===== src/rtl/tsfdo_ram.sv =====
// Generic single write port, single read port RAM with registered read data.
// Parameters set word width and depth. No dependencies.
module tsfdo_ram #(
    parameter int WIDTH = 8,
    parameter int DEPTH = 16,
    parameter int AW    = (DEPTH > 1) ? $clog2(DEPTH) : 1
) (
    input  logic             clk,
    input  logic             we,
    input  logic [AW-1:0]    waddr,
    input  logic [WIDTH-1:0] wdata,
    input  logic [AW-1:0]    raddr,
    output logic [WIDTH-1:0] rdata
);

    logic [WIDTH-1:0] mem [DEPTH];

    // write port and registered read port
    always_ff @(posedge clk)
    begin
        if (we)
        begin
            mem[waddr] <= wdata;
        end
        rdata <= mem[raddr];
    end

endmodule


===== config.mk =====
export PLATFORM = sky130hd
export DESIGN_NAME = tsfdo_ram
export DESIGN_NICKNAME = d
export VERILOG_FILES = /design/src/rtl/tsfdo_ram.sv
export SDC_FILE = /design/constraint.sdc
export NUM_CORES = 1
export LEC_CHECK = 0
export BUFFER_PORTS_ARGS = -buffer_cell sky130_fd_sc_hd__buf_4
export CAP_MARGIN = 20
export CORE_MARGIN = 1.5
export CORE_UTILIZATION = 63
export CTS_BUF_LIST = sky130_fd_sc_hd__clkbuf_8
export DETAILED_ROUTE_END_ITERATION = 7
export HOLD_SLACK_MARGIN = 0.02
export PLACE_DENSITY = 0.91
export SETUP_SLACK_MARGIN = 0.3
export SYNTH_ARGS = -nofsm -noshare
export SYNTH_HDL_FRONTEND = slang
export SYNTH_SLANG_ARGS = --single-unit

===== constraint.sdc =====
create_clock -name clk -period 2.6 [get_ports clk]
set_input_delay 0.52 -clock clk [delete_from_list [all_inputs] [get_ports clk]]
set_output_delay 0.52 -clock clk [all_outputs]
set_load 0.1 [all_outputs]

==> After elaboration in Yosys (flattened, before gate mapping) <==
Memory sizes are Yosys's and may differ from the RTL's. A register that Yosys moved wholly into a read port is not among the register bits.
Index checks and enable logic that the tools add are counted.
{ "word_totals": {"ff_bits": 0, "ram_bits": 128, "in_bits": 18, "out_inout_bits": 8, "elab_cells": 3, "n_memories": 1} }
{ "classes": {"muxes": 2} }
{ "mem_list": {"columns": ["memory", "depth", "word_bits", "rd", "rd_clocked_by_memory_dff", "write_ports", "line_no", "rtl"], "rows": [
  ["mem", 16, 8, 1, 1, 1, "16", "logic [WIDTH-1:0] mem [DEPTH];"]
]} }
{ "ops": {"columns": ["op", "count"], "rows": [
  ["$mux 1", 2]
]} }

==> Logic depth before layout (Yosys ltp) <==
{ "depth": {"depth_word": 2, "ltp_mapped": 5, "mapped_depth_nobuf": 3} }

==> Worst setup path before layout <==
Ideal clock, no wire load.
{ "synth_path": {"path_type": "in2reg", "from": "input port waddr[2]", "to": "memory mem[0][0], enable pin", "setup_ps": 383, "t_arrival_ps": 1630, "required_time_ps": 2217, "setup_slack_ps": 587, "path_stages": 2, "n_path_buf": 0, "cell_sequence": "or3b_2 nor3_1"} }
{ "synth_rtl": {"columns": ["item", "line_no", "rtl"], "rows": [
  ["start: declaration", "10", "input logic [AW-1:0] waddr,"],
  ["end: declaration", "16", null]
]} }
Straight into the memory's write port.

==> flow_summary.yaml <==
synth:
  syn_inst: 229
  synth_area_per_cell_um2: 22.48
  synth_edf_count: 128
  ys_seq_area_share_pct: 77.78
  synth-seq-cells: 136
  ys.warnings.count: 0
  synth_fp_nets: 247
  synth-main-ff-cell: "edfxtp_1"
  synth-async-reset-ratio_pct: 0
  synth.distinct_cells: 19
  syn-cell-area_um2: 5147
final_layout:
  antennaDiodeCount: 0
  finalNonFillerCells: 396
  drive_gt1_share_pct: 31.63
  area_delta_synth_final_pct: 14.85
  nets: 299
  fillers: 380
hold_path:
  hold_class: "in -> reg"
  min_from: "wdata[6]"
  holdPathEnd: "mem[8][6]$_DFFE_PP_"
  hold_depth: 1
critical_path:
  cp-start-kind: "primary input"
  worstPathRequired_ns: 2.92
  r2r-start: "mem[1][2]$_DFFE_PP_"
  crit_path_start: "raddr[0]"
  reg2reg_depth: 3
  cp-end-kind: "register"
  worstPathArrival_ns: 1.97
  reg2reg_slack_ns: 1.22
  worstPathMaxFanout: 15
  path_class: "in -> reg"
  rr_endpoint: "rdata[2]$_DFF_P_"
status:
  status: "completed"
global_routing:
  grt_usage_pct: 23.17
  grt_overflow: 0
  grt_first_pass_wirelength_um: 13900
  antenna_found_initial: 0
  grt_pass1_vias: 2564
  grt_max_degree: 33
placement:
  dp_hpwl_um: 5789
  io_buffers: 25
  pre_cts_slack_ns: 0.4984
  gp_congestion: 0.7621
  dp.cells: 364
route:
  vias: 2456
  avgRoutedWirePerCell_um: 22.37
  viasPerCell: 6.202
  drtIter0Drc: 288
  routed_wl_um: 8860
  drc: 0
  first_pass_iters: 6
  ant_nets: 0
pwr:
  vdd_drop_max_v: 0.0003897
  power.density_nw_per_um2: 752.8
  power.leakage_nw: 2.008
cts:
  clk_pin_slew_ns: 0.08
  post_cts_resized: 0
  cts-root-buf: "clkbuf_8"
  htree_levels: 4
  ctsHoldBuffers: 0
  clockBufferDepth: 2
  clock_sink_count: 136
  cts_setup_buffers: 0
  insertion_delay_ns: 0.43
  cts_tree: "yes"
  cts_buffers: 17
floorplanning:
  ios: 26
  die_w_um: 93.39
  die-area_um2: 8722
  coreArea_um2: 7807
  initial_core_util_pct: 65.93
  die_h_um: 93.39
  num_rows: 32
sta:
  setup_tns_ns: 0
  hold_viol_final: 0
  skew_ns: 0.009250
  fin_ws_ns: 0.9535
  tightest_slew_ns: 0.7511
  finalMaxSlewViolations: 0
  rsz0062_at_grt: "false"
  fmax_mhz: 607.3
  slew-limit-headroom_pct: 49.82
  setup_viol: 0
  min_period_ns: 1.647
  fin_crit_sh_pct: 63.33
job:
  drv_cap: 0
worst max-delay path by stage:
stage,to,slack (ns)
after floorplan,mem[0][0]$_DFFE_PP_,0.59
after global placement,rdata[2]$_DFF_P_,0.54
after detailed placement,rdata[2]$_DFF_P_,0.50
after CTS,rdata[2]$_DFF_P_,0.97
after global routing,rdata[2]$_DFF_P_,0.92
final,rdata[2]$_DFF_P_,0.95
worst max-delay path, cell delays in order:
cell     delay, ns
buf_4         0.27
buf_12        0.21
mux4_1        0.56
a22oi_1       0.31
nand2_1       0.09
metal layers:
| metal | GRT usage [%] | wire (um) | up-vias |
|---|---|---|---|
| met4 | 12.12 | 261 | 0 |
| met2 | 35.51 | 4395 | 126 |
| li1 | - | - | 1076 |
| met5 | 0 | 0 | - |
| met3 | 5.772 | 703 | 27 |
| met1 | 31.33 | 3500 | 1227 |
cell type report:
type                       count  area [um2]  share of cell area (%)
tap                          102       127.6                   2.159
timing repair buffer          43       335.3                   5.672
clock inverter                15       153.9                   2.603
multi-input combinational     83        1057                   17.88
clock buffer                  17       234.0                   3.958
sequential                   136        4004                   67.72
layout by cell type (no fill, tap or decap), types with 4 or more instances in the layout:
cell type / n
edfxtp_1: 128
buf_4: 42
mux4_2: 18
clkbuf_8: 17
a22oi_1: 16
mux4_1: 14
nor2_1: 13
nand2_1: 9
dfxtp_1: 8
nor3_1: 4
clkinv_4: 4
state kept, by name, summed over array words and instances (netlist names):
name and count:
mem 128, rdata 8
cell usage after synthesis (2+ instances only):
cell type        count  area share, %
nor3_1               4           0.39
mux4_1              14            7.1
nand3b_1             2           0.29
buf_6                3           0.66
nand2b_1             2           0.24
nor2_1              13           0.95
mux4_2              18            7.9
buf_2                3           0.29
nand2_1              9           0.66
dfxtp_1              8            3.1
a22oi_1             16            2.3
edfxtp_1           128             75
clkdlybuf4s25_2      3           0.58
per-stage QoR:
step	util [%]	hold WS, ns	total power [mW]	instance area [um2]
6_report	75.72	0.3852	4.451	5912
4_1_cts	75.72	0.3670	4.478	5912
3_3_place_gp	70.75	0.6449	2.836	5524
5_1_grt	75.72	0.3864	4.586	5912
2_1_floorplan	-	0.6189	2.738	5147
3_5_place_dp	70.75	0.6628	2.850	5524
where the power goes:
| group | total, mW | leakage, nW | internal [mW] | switching (mW) |
|---|---|---|---|---|
| registers | 2.46 | 1.22 | 2.45 | 0.0130 |
| clock network | 1.65 | 0.194 | 0.852 | 0.800 |
| logic | 0.338 | 0.591 | 0.112 | 0.226 |
| total | 4.45 | 2.01 | 3.41 | 1.04 |
cells by family after synthesis:
kind of cell / share of synthesized area (%)
mux: 15.02
simple gates: 3.184
buf+inv: 1.677
flops: 77.78
compound gates: 2.334
Note: power is estimated with default switching activity, not from simulation.
